==> config.mk <==
export PLATFORM = sky130hd
export DESIGN_NAME = sensor_frame_builder_crc16
export DESIGN_NICKNAME = d
export VERILOG_FILES = /design/src/sfb_pkg.sv /design/src/sfb_item_fifo.sv /design/src/sfb_frame_gen.sv /design/src/sensor_frame_builder_crc16.sv
export SDC_FILE = /design/constraint.sdc
export NUM_CORES = 1
export LEC_CHECK = 0
export ABC_AREA = 1
export BUFFER_PORTS_ARGS = -buffer_cell sky130_fd_sc_hd__clkbuf_2
export CAP_MARGIN = 20
export CORE_MARGIN = 8
export CORE_UTILIZATION = 35
export DETAILED_ROUTE_END_ITERATION = 8
export PLACE_DENSITY_LB_ADDON = 0.1
export SLEW_MARGIN = 0
export SYNTH_ARGS = -nofsm -noshare
export SYNTH_HDL_FRONTEND = slang
export SYNTH_SLANG_ARGS = --single-unit
==> constraint.sdc <==
create_clock -name clk -period 9.93 [get_ports clk]
set_input_delay 0.993 -clock clk [delete_from_list [all_inputs] [get_ports clk]]
set_output_delay 0.993 -clock clk [all_outputs]
set_load 0.05 [all_outputs]
==> src/sfb_pkg.sv <==
// ----------------------------------------------------------------------------
// sfb_pkg: shared types and constants of the sensor frame builder
// Holds the measurement set type, the frame layout constants and the
// byte-wide CRC-16/MODBUS update used by the word generator.
// ----------------------------------------------------------------------------
package sfb_pkg;

	typedef struct packed {
		logic [7:0]  error_code;
		logic [31:0] gyro_x;
		logic [31:0] gyro_y;
		logic [31:0] gyro_z;
		logic [31:0] accel_x;
		logic [31:0] accel_y;
		logic [31:0] accel_z;
	} sample_t;

	localparam logic [7:0]  HDR_A     = 8'hFA;
	localparam logic [7:0]  HDR_B     = 8'hFB;
	localparam logic [15:0] CRC_INIT  = 16'hFFFF;
	localparam logic [15:0] CRC_POLY  = 16'hA001;
	localparam int          GYRO_AT   = 8;
	localparam int          ACCEL_AT  = 24;
	// bytes 0 .. DATA_BYTES-1 carry header, error code and samples
	localparam int          DATA_BYTES = 36;

	localparam int          FIFO_DEPTH = 2;
	localparam int          FIFO_PTR_W = $clog2(FIFO_DEPTH);

	// one byte through the reflected crc, lsb first
	function automatic logic [15:0] crc_byte(input logic [15:0] crc, input logic [7:0] data);
		logic [15:0] c;
		c = crc ^ {8'h00, data};
		for (int b = 0; b < 8; b++) begin
			if (c[0]) begin
				c = (c >> 1) ^ CRC_POLY;
			end else begin
				c = c >> 1;
			end
		end
		return c;
	endfunction

endpackage

==> src/sfb_item_fifo.sv <==
// ----------------------------------------------------------------------------
// sfb_item_fifo: front queue of measurement sets
// Takes requests from the input side and holds them until the word
// generator has sent the whole frame of the oldest one.
// ----------------------------------------------------------------------------
module sfb_item_fifo (
	input  logic            clk,
	input  logic            arst_n,
	input  logic            push,
	output logic            full,
	input  sfb_pkg::sample_t item,
	output logic            head_valid,
	output sfb_pkg::sample_t head,
	input  logic            take
);
	import sfb_pkg::*;

	sample_t                  slot_q [FIFO_DEPTH];
	logic [FIFO_PTR_W-1:0]    wr_ptr_q;
	logic [FIFO_PTR_W-1:0]    rd_ptr_q;
	logic [FIFO_PTR_W:0]      count_q;
	logic                     do_push;
	logic                     do_take;

	assign full       = (count_q == (FIFO_PTR_W + 1)'(FIFO_DEPTH));
	assign head_valid = (count_q != '0);
	assign head       = slot_q[rd_ptr_q];
	assign do_push    = push && !full;
	assign do_take    = take && head_valid;

	always_ff @(posedge clk or negedge arst_n) begin
		if (!arst_n) begin
			wr_ptr_q <= '0;
			rd_ptr_q <= '0;
			count_q  <= '0;
		end else begin
			if (do_push) begin
				wr_ptr_q <= wr_ptr_q + 1'b1;
			end
			if (do_take) begin
				rd_ptr_q <= rd_ptr_q + 1'b1;
			end
			if (do_push && !do_take) begin
				count_q <= count_q + 1'b1;
			end else if (!do_push && do_take) begin
				count_q <= count_q - 1'b1;
			end
		end
	end

	always_ff @(posedge clk) begin
		if (do_push) begin
			slot_q[wr_ptr_q] <= item;
		end
	end

endmodule

==> src/sfb_frame_gen.sv <==
// ----------------------------------------------------------------------------
// sfb_frame_gen: frame word generator with running crc
// Walks the queue head's frame one word per cycle while the output is free or
// popped, folds four bytes a cycle into the crc and drops it in its two bytes.
// ----------------------------------------------------------------------------
module sfb_frame_gen #(
	parameter int FRAME_BYTES = 128
) (
	input  logic             clk,
	input  logic             arst_n,
	input  logic             head_valid,
	input  sfb_pkg::sample_t head,
	output logic             take,
	output logic             out_valid,
	output logic [31:0]      out_word,
	output logic             out_last,
	input  logic             out_pop
);
	import sfb_pkg::*;

	localparam int WORDS = (FRAME_BYTES + 3) / 4;
	localparam int WIDX  = $clog2(WORDS);
	localparam int PW    = WIDX + 2;
	localparam logic [PW-1:0]   TRAIL_POS  = PW'(FRAME_BYTES - 4);
	localparam logic [PW-1:0]   TRAIL2_POS = PW'(FRAME_BYTES - 3);
	localparam logic [PW-1:0]   CRC_POS    = PW'(FRAME_BYTES - 2);
	localparam logic [PW-1:0]   CRC2_POS   = PW'(FRAME_BYTES - 1);
	localparam logic [PW-1:0]   DATA_END   = PW'(DATA_BYTES);
	localparam logic [WIDX-1:0] LAST_IDX   = WIDX'(WORDS - 1);

	logic [WIDX-1:0] word_q;
	logic [15:0]     crc_q;
	logic            out_valid_q;
	logic [31:0]     out_word_q;
	logic            out_last_q;

	logic [7:0]      data_b [DATA_BYTES];
	logic [15:0]     crc_v;
	logic [31:0]     word_v;
	logic            advance;
	logic            is_last;

	always_comb begin
		for (int k = 0; k < DATA_BYTES; k++) begin
			data_b[k] = 8'h00;
		end
		data_b[0] = HDR_A;
		data_b[1] = HDR_B;
		data_b[2] = head.error_code;
		for (int k = 0; k < 4; k++) begin
			data_b[6'(GYRO_AT + k)]       = head.gyro_x[8*k +: 8];
			data_b[6'(GYRO_AT + 4 + k)]   = head.gyro_y[8*k +: 8];
			data_b[6'(GYRO_AT + 8 + k)]   = head.gyro_z[8*k +: 8];
			data_b[6'(ACCEL_AT + k)]      = head.accel_x[8*k +: 8];
			data_b[6'(ACCEL_AT + 4 + k)]  = head.accel_y[8*k +: 8];
			data_b[6'(ACCEL_AT + 8 + k)]  = head.accel_z[8*k +: 8];
		end
	end

	// crc bytes come after every covered byte, so crc_v is final there
	always_comb begin
		logic [PW-1:0] pos;
		logic [7:0]    bv;
		crc_v  = crc_q;
		word_v = '0;
		for (int j = 0; j < 4; j++) begin
			pos = {word_q, 2'(j)};
			if (pos < CRC_POS) begin
				if (pos < DATA_END) begin
					bv = data_b[pos[5:0]];
				end else if (pos == TRAIL_POS) begin
					bv = HDR_A;
				end else if (pos == TRAIL2_POS) begin
					bv = HDR_B;
				end else begin
					bv = 8'h00;
				end
				crc_v = crc_byte(crc_v, bv);
			end else if (pos == CRC_POS) begin
				bv = crc_v[7:0];
			end else if (pos == CRC2_POS) begin
				bv = crc_v[15:8];
			end else begin
				bv = 8'h00;
			end
			word_v[8*j +: 8] = bv;
		end
	end

	assign is_last = (word_q == LAST_IDX);
	assign advance = head_valid && (!out_valid_q || out_pop);
	assign take    = advance && is_last;

	always_ff @(posedge clk or negedge arst_n) begin
		if (!arst_n) begin
			word_q      <= '0;
			crc_q       <= CRC_INIT;
			out_valid_q <= 1'b0;
		end else begin
			if (advance) begin
				out_valid_q <= 1'b1;
				if (is_last) begin
					word_q <= '0;
					crc_q  <= CRC_INIT;
				end else begin
					word_q <= word_q + 1'b1;
					crc_q  <= crc_v;
				end
			end else if (out_pop) begin
				out_valid_q <= 1'b0;
			end
		end
	end

	always_ff @(posedge clk) begin
		if (advance) begin
			out_word_q <= word_v;
			out_last_q <= is_last;
		end
	end

	assign out_valid = out_valid_q;
	assign out_word  = out_word_q;
	assign out_last  = out_last_q;

endmodule

==> src/sensor_frame_builder_crc16.sv <==
// ----------------------------------------------------------------------------
// sensor_frame_builder_crc16: sensor frame builder with CRC-16/MODBUS
// Turns one measurement set into a framed packet of little-endian words.
// ----------------------------------------------------------------------------
// Input side is a queue: a request (error code plus six sample words) is
// taken when push is high and full is low. A two-entry queue holds sets
// until their frames are sent, so a new set is taken while one is in work.
// Result side is a queue too: while empty is low the oldest frame word and
// last_word are on the ports, and pop takes it.
// Each set gives (FRAME_BYTES+3)/4 words, 32 at the default size; last_word
// marks the final one. The first word of a set is registered into the
// output register from the queue head once that register is free.
// Words leave one per cycle while pop stays high; the word counter and
// one four-byte crc step per cycle set that rate. A single output
// register parts the word generator from the receiver: when pop is low
// while a word waits, the generator and the queue behind it hold, and
// push sees full once two sets wait.
// Reset clears the queue, the word counter and the crc; a frame cut off by
// reset is dropped and not resumed.
// ----------------------------------------------------------------------------
module sensor_frame_builder_crc16 #(
	parameter int FRAME_BYTES = 128
) (
	input  logic        clk,
	input  logic        arst_n,
	input  logic        push,
	output logic        full,
	input  logic [7:0]  error_code,
	input  logic [31:0] gyro_x,
	input  logic [31:0] gyro_y,
	input  logic [31:0] gyro_z,
	input  logic [31:0] accel_x,
	input  logic [31:0] accel_y,
	input  logic [31:0] accel_z,
	output logic        empty,
	input  logic        pop,
	output logic [31:0] frame_word,
	output logic        last_word
);
	import sfb_pkg::*;

	sample_t item;
	sample_t head;
	logic    head_valid;
	logic    take;
	logic    out_valid;

	assign item = '{error_code: error_code, gyro_x: gyro_x, gyro_y: gyro_y, gyro_z: gyro_z,
		accel_x: accel_x, accel_y: accel_y, accel_z: accel_z};

	sfb_item_fifo u_fifo (
		.clk        (clk),
		.arst_n     (arst_n),
		.push       (push),
		.full       (full),
		.item       (item),
		.head_valid (head_valid),
		.head       (head),
		.take       (take)
	);

	sfb_frame_gen #(
		.FRAME_BYTES (FRAME_BYTES)
	) u_gen (
		.clk        (clk),
		.arst_n     (arst_n),
		.head_valid (head_valid),
		.head       (head),
		.take       (take),
		.out_valid  (out_valid),
		.out_word   (frame_word),
		.out_last   (last_word),
		.out_pop    (pop)
	);

	assign empty = !out_valid;

	a_take_has_item: assert property (@(posedge clk) disable iff (!arst_n)
		take |-> head_valid)
		else $error("frame finished without a queued set");

	a_push_visible: assert property (@(posedge clk) disable iff (!arst_n)
		push && !full |=> head_valid)
		else $error("accepted set not visible at queue head");

	a_take_marks_last: assert property (@(posedge clk) disable iff (!arst_n)
		take |=> !empty && last_word)
		else $error("set released without last word on output");

endmodule
==> summary.md, run 1 <==
| Metric | Value |
|---|---|
| Crit path capture type | register |
| Yosys warning count | 0 |
| Startpoint Class | register |
| Reg2Reg Setup Slack | 3830 ps |
| Largest net degree at the start of global routing | 170 |
| Remaining Overflow, GRT | 0 |
| Drt via density | 4.936 |
| Post-synth EDFFs | 369 |
| Root Buffer | clkbuf_16 |
| CTS H-Tree Depth | 2 |
| Syn_nets | 1702 |
| Max_cap viols | 0 |
| Slowest CP cell | dfrtp_4 |
| First DRT Iteration DRCs | 818 |
| Synth-to-Final Area Change | 17.16% |
| Fraction of layout cells with a size suffix above 1 | 22.47% |
| Main flop type after synthesis | edfxtp_1 |
| Nets | 1893 |
| CTS sink count | 395 |
| Drt drc | 0 |
| Post-CTS Setup Bufs | 0 |
| RSZ-0062 raised after global routing | false |
| Clk buf depth | 3 |
| Status | finished clean |
| Fmax | 163.9 MHz |
| Filler Cell Count | 4721 |
| Vias in the first global route | 12000 |
| Avg Synthesized Cell Area | 11.63 sq um |
| Synth Cell Area | 17390 sq um |
| Register area share after synthesis | 67.56% |
| DP HPWL | 30660 microns |
| Post-synth ARST share | 6.582% |
| First-pass GRT wire length | 73200 microns |
| Initial core utilization | 35.46% |
| Cell family with most CP delay | simple AND/OR/NAND/NOR gates |
| GRT Util Overall | 16.75% |
| Width of the die | 238.9 microns |
| Die height | 238.9 microns |
| Setup_tns | 0 ps |
| PortBufs | 206 |
| Post-route ant nets | 0 |
| Worst Skew | 17.04 ps |
| Std-Cell Rows | 81 |
| Crit path top cell by count | nand2_1 |
| Resized cells post-CTS | 0 |
| Part of the cycle the worst path needs | 61.45% |
| Routed wire length | 48410 microns |
| DR pass1 iterations | 5 |
| IO Pins | 239 |
| TritonCTS clock tree | built |
| Worst slew margin | 26.68% |
| Cell count after synthesis | 1495 |
| WP buf/inv | 2 |
| Arr. time, crit path | 6600 ps |
| Total die area | 57080 sq um |
| Insertion delay of the later-clocked pin in the worst-skew pair | 570 ps |
| Critical Path RT | 10430 ps |
| Number of buffers created by CTS | 46 |
| Count of final max-slew check failures | 0 |
| Antenna violations before repair | 5 |
| Critical path's largest stage delay | 710 ps |
| Post-CTS Hold Fix Bufs | 0 |
| Endpoints failing setup | 0 |
| Clk slew on worst S/H paths | 60 ps |
| Number of synthesized register bits | 395 |
| Final count of hold timing violations | 0 |
| Via count | 11780 |
| Multi-input logic area | 4883 sq um |
| Crit Path Category | reg2reg |
| Crit-path max FO | 52 |
| Register area | 11760 sq um |
| Core area | 49050 sq um |
| GP Congestion | 0.8586 |
| Routed length per placed instance | 20.28 microns |
| Hold/Removal Path Class | reg2reg |
| Worst-Margin Slew | 1100 ps |
| Post-synth cell types | 46 |
| Fin crit period | 6102 ps |
cell families after synthesis:
family                   share of synthesized area, %
buffers and inverters                           4.604
XOR/XNOR                                        2.856
AND/OR/NAND/NOR                                 14.64
AO/OA/AOI/OAI                                   10.12
flip-flops                                      67.56
adder cells (fa/ha/maj)                        0.2158
metrics by stage:
stage / instances / cell area, sq um / util [%] / hold WS (ps) / worst slack [ps]
finish: 2387 / 20380 / 41.54 / 489.2 / 3828
global route: 2387 / 20380 / 41.54 / 521.0 / 3046
CTS: 2386 / 20370 / 41.54 / 488.8 / 3808
detailed placement: 2302 / 18950 / 38.62 / 480.0 / 3845
global placement: 2302 / 18950 / 38.62 / 475.5 / 3961
floorplan: 1495 / 17390 / - / 455.7 / 1105
cell usage after synthesis, types with 2 or more instances:
cell        n  area (sq um)
nor2_1    165         619.3
xor2_1     24         210.2
dfstp_2    16         420.4
inv_4       2         12.51
a32oi_1     8         70.07
dfrtp_1    10         250.2
buf_4       7         52.55
a31oi_1     3         18.77
nand4_1     3         18.77
edfxtp_1  369         11080
nor3_1      3         15.01
o211ai_1    3         22.52
inv_1      63         236.5
or2_2       2         12.51
clkbuf_1   25         93.84
xnor2_1    11         96.34
clkinv_1    2         7.510
o22ai_1    52         325.3
nand3_2    14         140.1
nand2_1   271          1017
inv_2      10         37.54
xor2_2      9         146.4
nand3_1    86         430.4
ha_1        3         37.54
buf_6      21         236.5
a21oi_1    21         105.1
buf_1       5         18.77
nand2_2    28         175.2
buf_2      21         105.1
nor2_2      2         12.51
nor2_8      2         40.04
nand2_4     3         33.78
nand3b_1    2         15.01
o21ai_0   167         835.8
a221o_1     5         50.05
a22o_1     11         96.34
o21ai_1    37         185.2
sequential cells by signal, indices dropped and copies added (netlist names):
signal	count
u_gen.crc_q	16
u_fifo.count_q	2
u_fifo.wr_ptr_q	1
u_gen.out_valid	1
u_gen.out_last	1
u_gen.word_q	5
u_fifo.rd_ptr_q	1
u_gen.out_word	32
u_fifo.slot_q	336
worst min-delay path, delay by kind of cell (launching register included):
family	cells	cell delay [ps]
AOI/OAI and AO/OA	1	50
buffers and inverters	1	70
DFF	1	370
per-layer routing:
layer | vias to the layer above | GRT usage (%) | routed length [microns]
met1 | 5746 | 22.12 | 21600
li1 | 5671 | - | -
met2 | 286 | 27.56 | 23080
met5 | - | 0 | 55
met4 | 8 | 4.624 | 1079
met3 | 72 | 3.723 | 2593
layout by cell type, fill, tap and decap left out, types with 4 or more instances in the layout:
cell / count
a21oi_1: 20
a221o_1: 5
a22o_1: 11
a32oi_1: 8
buf_4: 14
clkbuf_1: 5
clkbuf_16: 47
clkbuf_2: 206
clkinv_1: 17
clkinv_2: 8
clkinvlp_4: 4
dfrtp_1: 6
dfstp_2: 16
edfxtp_1: 369
inv_1: 63
inv_2: 10
nand2_1: 271
nand2_2: 28
nand3_1: 86
nand3_2: 14
nor2_1: 163
nor2_4: 4
o21ai_0: 167
o21ai_1: 37
o22ai_1: 52
xnor2_1: 11
xor2_1: 24
xor2_2: 9
cell type report:
type	count	share of cell area, %
multi-input combinational	944	23.97
timing repair buffer	222	5.772
inverter	77	1.443
sequential	395	57.72
antenna	1	0.01228
clock buffer	52	5.864
clock inverter	32	1.148
tap	664	4.077
final timing paths:
path / startpoint / to / cells past startpoint
setup reg to reg: u_gen.word_q[0]$_DFFE_PN0P_ / u_gen.crc_q[0]$_DFFE_PN1P_ / 41
min in group asynchronous: arst_n / u_gen.word_q[1]$_DFFE_PN0P_ / 1
max in group asynchronous: arst_n / u_fifo.rd_ptr_q$_DFFE_PN0P_ / 1
hold reg to reg: u_gen.crc_q[9]$_DFFE_PN1P_ / u_gen.crc_q[9]$_DFFE_PN1P_ / 2
hold / removal: u_gen.crc_q[9]$_DFFE_PN1P_ / u_gen.crc_q[9]$_DFFE_PN1P_ / 2
setup / recovery: u_gen.word_q[0]$_DFFE_PN0P_ / u_gen.crc_q[0]$_DFFE_PN1P_ / 41
Power of run 1 is not shown: default switching activity piles up to over one toggle a cycle in this logic, so the estimate is an artifact.
==> run 2: changes to the inputs <==
Clock period 9.93 ns to 5.3 ns, I/O delays scaled along.
==> run 2 against run 1 <==
Via count increased by 0.76%. Clock-buffer cell count increased by 6. Critical path depth decreased by 1. Setup slack got worse by 3300 ps. First-iteration DRC count decreased by 2.2%. Critical path type unchanged. Register-to-register slack got worse by 3300 ps. Highest routed layer is now met4. Design area increased by 1.4%. Hold slack got worse by 450 ps. Flip-flop and latch count unchanged.
==> summary.md, run 2 (synthesized netlist as in run 1, its figures left out) <==
| Metric | Value |
|---|---|
| Status | finished clean |
| RSZ-0062 raised after global routing | false |
| Setup ws final | 554.0 ps (-3274 ps) |
| CTS sink count | 395 (unchanged) |
| Worst slew margin | 29.84% (+3.2 points) |
| Hold/Removal Path Class | in2async |
| Worst-Margin Slew | 1049 ps (-51.25 ps) |
| Clk slew on worst S/H paths | 70 ps (about the same) |
| Number of buffers created by CTS | 45 (-2.2%) |
| Width of the die | 238.9 microns (unchanged) |
| Final count of hold timing violations | 0 (unchanged) |
| Crit path capture type | register |
| Critical path's largest stage delay | 530 ps (-180 ps) |
| Initial core utilization | 35.46% (unchanged) |
| Drt drc | 0 (unchanged) |
| Die height | 238.9 microns (unchanged) |
| Insertion delay of the later-clocked pin in the worst-skew pair | 560 ps (about the same) |
| Std-Cell Rows | 81 (unchanged) |
| Vias in the first global route | 11890 (-0.93%) |
| First DRT Iteration DRCs | 800 (-2.2%) |
| Setup_tns | 0 ps (unchanged) |
| Part of the cycle the worst path needs | 89.55% (+28 points) |
| Worst Skew | 19.91 ps (+2.870 ps) |
| CTS H-Tree Depth | 2 (unchanged) |
| Critical Path RT | 5780 ps (-4650 ps) |
| Startpoint Class | register |
| Dpl ws | 474.9 ps (-3370 ps) |
| Post-CTS Setup Bufs | 0 (unchanged) |
| DP HPWL | 31930 microns (+4.1%) |
| Cell family with most CP delay | simple AND/OR/NAND/NOR gates |
| First-pass GRT wire length | 72840 microns (-0.48%) |
| Post-route ant nets | 0 (unchanged) |
| Slowest CP cell | dfrtp_4 |
| Max FFs per register | 336 (unchanged) |
| DR pass1 iterations | 7 (+2) |
| Antenna violations before repair | 0 (-5) |
| PortBufs | 206 (unchanged) |
| GRT Util Overall | 16.64% (-0.11 points) |
| Max_cap viols | 0 (unchanged) |
| Antenna diodes | 0 (-1) |
| IO Pins | 239 (unchanged) |
| Fmax | 210.7 MHz (+29%) |
| Crit Path Category | reg2reg |
| Root Buffer | clkbuf_16 |
| TritonCTS clock tree | built |
| Largest net degree at the start of global routing | 89 (-48%) |
| Final Util | 42.14% (+0.59 points) |
| Endpoints failing setup | 0 (unchanged) |
| Count of final max-slew check failures | 0 (unchanged) |
| GP Congestion | 0.8343 (-2.8%) |
| Via count | 11870 (+0.76%) |
| Crit-path max FO | 31 (-40%) |
| WP buf/inv | 2 (unchanged) |
| Highest-count cells in the layout ignoring fill and taps | edfxtp_1 (369), nand2_1 (271), clkbuf_2 (206) |
| Fraction of layout cells with a size suffix above 1 | 23.65% (+1.2 points) |
| Total die area | 57080 sq um (unchanged) |
| Post-CTS Hold Fix Bufs | 0 (unchanged) |
| Fin crit period | 4746 ps (-1356 ps) |
| Most flop-heavy register | u_fifo.slot_q |
| Routed length per placed instance | 20.20 microns (-0.37%) |
| Core area | 49050 sq um (unchanged) |
| Synth-to-Final Area Change | 18.83% |
| Nets | 1918 (+1.3%) |
| Commonest non-fill, non-tap cell in the layout | edfxtp_1 |
| Routed wire length | 48690 microns (+0.59%) |
| Arr. time, crit path | 5230 ps (-1370 ps) |
| Crit path top cell by count | nand2_1 |
| Clk buf depth | 3 (unchanged) |
| Resized cells post-CTS | 0 (unchanged) |
| Remaining Overflow, GRT | 0 (unchanged) |
| Drt via density | 4.926 (-0.21%) |
| Hold_ws | 40.99 ps (-448.2 ps) |
==> run 2: cell count changes in the layout (fill, tap and decap cells not counted), moves of 2 or more <==
cell / previous run / this run
buf_12: 2 / 5
buf_4: 14 / 33
buf_6: 0 / 2
clkbuf_1: 5 / 11
clkinv_1: 17 / 9
clkinv_8: 0 / 2
clkinvlp_4: 4 / 1
==> run 2: worst paths after layout <==
| kind | start | endpoint | slack [ps] | cells past startpoint |
|---|---|---|---|---|
| worst max-delay path | u_fifo.rd_ptr_q$_DFFE_PN0P_ | u_gen.crc_q[0]$_DFFE_PN1P_ | 550 | 40 |
| worst min-delay path | arst_n | u_fifo.rd_ptr_q$_DFFE_PN0P_ | 40 | 1 |
| worst max register to register | u_fifo.rd_ptr_q$_DFFE_PN0P_ | u_gen.crc_q[0]$_DFFE_PN1P_ | 550 | 40 |
| worst min register to register | u_gen.crc_q[9]$_DFFE_PN1P_ | u_gen.crc_q[9]$_DFFE_PN1P_ | 510 | 2 |
| max in group asynchronous | arst_n | u_gen.word_q[0]$_DFFE_PN0P_ | 4670 | 1 |
| min in group clk | gyro_x[20] | u_fifo.slot_q[1][180]$_DFFE_PP_ | 160 | 1 |
==> run 2: layout make-up <==
cell class	instances	area [sq um]
fill	4747	28380
sequential	395	11760
multi-input combinational	944	4877
timing repair buffer	248	1454
clock buffer	58	1206
tap	664	830.8
inverter	77	306.5
clock inverter	24	232.7
==> run 2: through the flow <==
| stage | std cells | instance area (sq um) |
|---|---|---|
| after CTS | 2409 | 20620 |
| after floorplan | 1495 | 17400 |
| final | 2410 | 20670 |
| after detailed placement | 2327 | 19180 |
| after global routing | 2410 | 20670 |
| after global placement | 2327 | 19180 |
==> run 2: layer usage <==
metal / global-route usage [%] / routed length [microns]
met1: 21.58 / 21470
met2: 28.18 / 23670
met3: 3.412 / 2464
met4: 4.383 / 1090
met5: 0 / 0
Power of run 2 is left out for the same reason.
==> run 3: changes to the inputs <==
Settings changed: REMOVE_ABC_BUFFERS from default to 1, SYNTH_HIERARCHICAL from default to 1.
==> run 3 against run 2 <==
Wire length increased by 8.7%. Sequential share of layout area fell by 2.8 points. First-iteration DRC count shrank 2.3%. Cell count rose by 12%. Largest cell class unchanged. Utilization increased by 0.58 points. Clock-buffer cell count rose by 7. Register-to-register slack got worse by 170 ps. Global-route usage grew 0.23 points. Design area is 5.2% higher.
==> summary.md, run 3 <==
| Metric | Value |
|---|---|
| TritonCTS clock tree | built |
| Avg Synthesized Cell Area | 10.20 sq um (-12%) |
| Drt drc | 0 (unchanged) |
| Worst Skew | 17.23 ps (-2.680 ps) |
| Reg-to-Reg Start | u_fifo/rd_ptr_q$_DFFE_PN0P_ |
| Crit Path Category | reg2reg |
| DR pass1 iterations | 8 (+1) |
| Count of final max-slew check failures | 0 (unchanged) |
| Max_cap viols | 0 (unchanged) |
| GRT Util Overall | 16.87% (+0.23 points) |
| Worst Reg-to-Reg Cells | 45 (+13%) |
| Final count of hold timing violations | 0 (unchanged) |
| Endpoints failing setup | 0 (unchanged) |
| Synth Cell Area | 17870 sq um (+2.8%) |
| Commonest non-fill, non-tap cell in the layout | nand2_1 |
| Max FFs per register | 336 (unchanged) |
| Remaining Overflow, GRT | 0 (unchanged) |
| Worst slew margin | 35.05% (+5.2 points) |
| Most flop-heavy register | u_fifo/slot_q |
| Startpoint Class | register |
| Hold/Removal Path Class | in2async |
| Synth-to-Final Area Change | 21.59% |
| Yosys warning count | 6 (+6) |
| Placed cell area | 19840 sq um (+3.5%) |
| Fraction of layout cells with a size suffix above 1 | 22.78% (-0.88 points) |
| Cell count after synthesis | 1752 (+17%) |
| Root Buffer | clkbuf_16 |
| Insertion delay of the later-clocked pin in the worst-skew pair | 560 ps (about the same) |
| Width of the die | 242.0 microns (+1.3%) |
| Crit path top cell by count | nand2_1 |
| CTS sink count | 395 (unchanged) |
| Worst r2r dst | u_gen/crc_q[0]$_DFFE_PN1P_ |
| First-pass GRT wire length | 77080 microns (+5.8%) |
| Largest net degree at the start of global routing | 98 (+10%) |
| Total die area | 58560 sq um (+2.6%) |
| Slowest CP cell | dfrtp_4 |
| Nets | 2198 (+15%) |
| Fin crit period | 4920 ps (+174.1 ps) |
| Die height | 242.0 microns (+1.3%) |
| Critical path's largest stage delay | 490 ps (-40 ps) |
| Number of buffers created by CTS | 45 (unchanged) |
| Post-route ant nets | 0 (unchanged) |
| GP Congestion | 0.8816 (+5.7%) |
| Clk slew on worst S/H paths | 60 ps (about the same) |
| Crit-path max FO | 16 (-48%) |
| Arr. time, crit path | 5420 ps (+190 ps) |
| Part of the cycle the worst path needs | 92.83% (+3.3 points) |
| Clk buf depth | 3 (unchanged) |
| Vias in the first global route | 12840 (+8.0%) |
| Drt via density | 4.779 (-3.0%) |
| Via count | 12920 (+8.9%) |
| Antenna diodes | 0 (unchanged) |
| Highest-count cells in the layout ignoring fill and taps | nand2_1 (726), edfxtp_1 (369), clkbuf_2 (206) |
| Critical Path RT | 5800 ps (+20 ps) |
| PortBufs | 206 (unchanged) |
| DP HPWL | 33290 microns (+4.3%) |
| Initial core utilization | 35.13% (-0.33 points) |
| Antenna violations before repair | 1 (+1) |
| Crit path capture type | register |
| Routed length per placed instance | 19.58 microns (-3.1%) |
| Worst-Margin Slew | 970.6 ps (-78.00 ps) |
| IO Pins | 239 (unchanged) |
| Post-CTS Hold Fix Bufs | 0 (unchanged) |
| Core area | 50890 sq um (+3.7%) |
| Reg2Reg Setup Slack | 380 ps (-170 ps) |
| Routed wire length | 52950 microns (+8.7%) |
| First DRT Iteration DRCs | 782 (-2.3%) |
| Final instance area | 21730 sq um (+5.2%) |
| Fmax | 203.3 MHz (-3.5%) |
| Status | finished clean |
| CTS H-Tree Depth | 2 (unchanged) |
| Std-Cell Rows | 83 (+2.5%) |
## run 3: area by class of cell
type | instances | area [sq um]
clock buffers | 65 | 1201
clock inverters | 15 | 86.33
fillers | 4965 | 29150
inverters | 99 | 392.9
multi-input cells | 1180 | 5613
flip-flops and latches | 395 | 11760
well taps | 680 | 850.8
repair buffers | 268 | 1813
repair inverters | 2 | 17.52
## run 3: through the flow
step                      hold WS (ps)  cells  util (%)  TNS, ps  setup WS, ps
after CTS                        42.76   2682     41.52        0         195.9
after global routing             76.57   2704     42.71   -71.48        -51.60
after global placement           455.9   2602     38.99        0         263.1
final                            63.61   2704     42.71        0         380.0
after floorplan                  234.4   1674         -  -568050         -3078
after detailed placement         461.2   2602     38.99        0         235.7
## run 3: what timing repair did
item / in CTS / in global routing
resized for setup: 0 / 72
endpoints found under the setup margin: 0 / 4
buffers inserted: 0 / 13
## run 3: critical path, delay by kind of cell (launching register included)
kind                   cells  cell delay, ps
DFF                        1             490
buffers and inverters      7             750
and+or+nand+nor           37            3400
AOI/OAI and AO/OA          1             160
## run 3: worst max path at each step
stage / endpoint / from / cells past startpoint
finish: u_gen/crc_q[0]$_DFFE_PN1P_ / u_fifo/rd_ptr_q$_DFFE_PN0P_ / 45
global route: u_gen/crc_q[0]$_DFFE_PN1P_ / u_fifo/rd_ptr_q$_DFFE_PN0P_ / 45
CTS: u_gen/crc_q[0]$_DFFE_PN1P_ / u_fifo/rd_ptr_q$_DFFE_PN0P_ / 44
detailed placement: u_gen/crc_q[0]$_DFFE_PN1P_ / u_fifo/rd_ptr_q$_DFFE_PN0P_ / 44
global placement: u_gen/crc_q[0]$_DFFE_PN1P_ / u_fifo/rd_ptr_q$_DFFE_PN0P_ / 48
floorplan: u_gen/crc_q[0]$_DFFE_PN1P_ / u_fifo/rd_ptr_q$_DFFE_PN0P_ / 44
## run 3: routing by layer
layer	GRT usage [%]	routed length [microns]	part of all wire, %
met1	21.51	23230	44
met2	29.39	26370	50
met4	3.778	1163	2.2
met5	0	0	0
met3	3.307	2188	4.1
Power of run 3 is left out for the same reason.
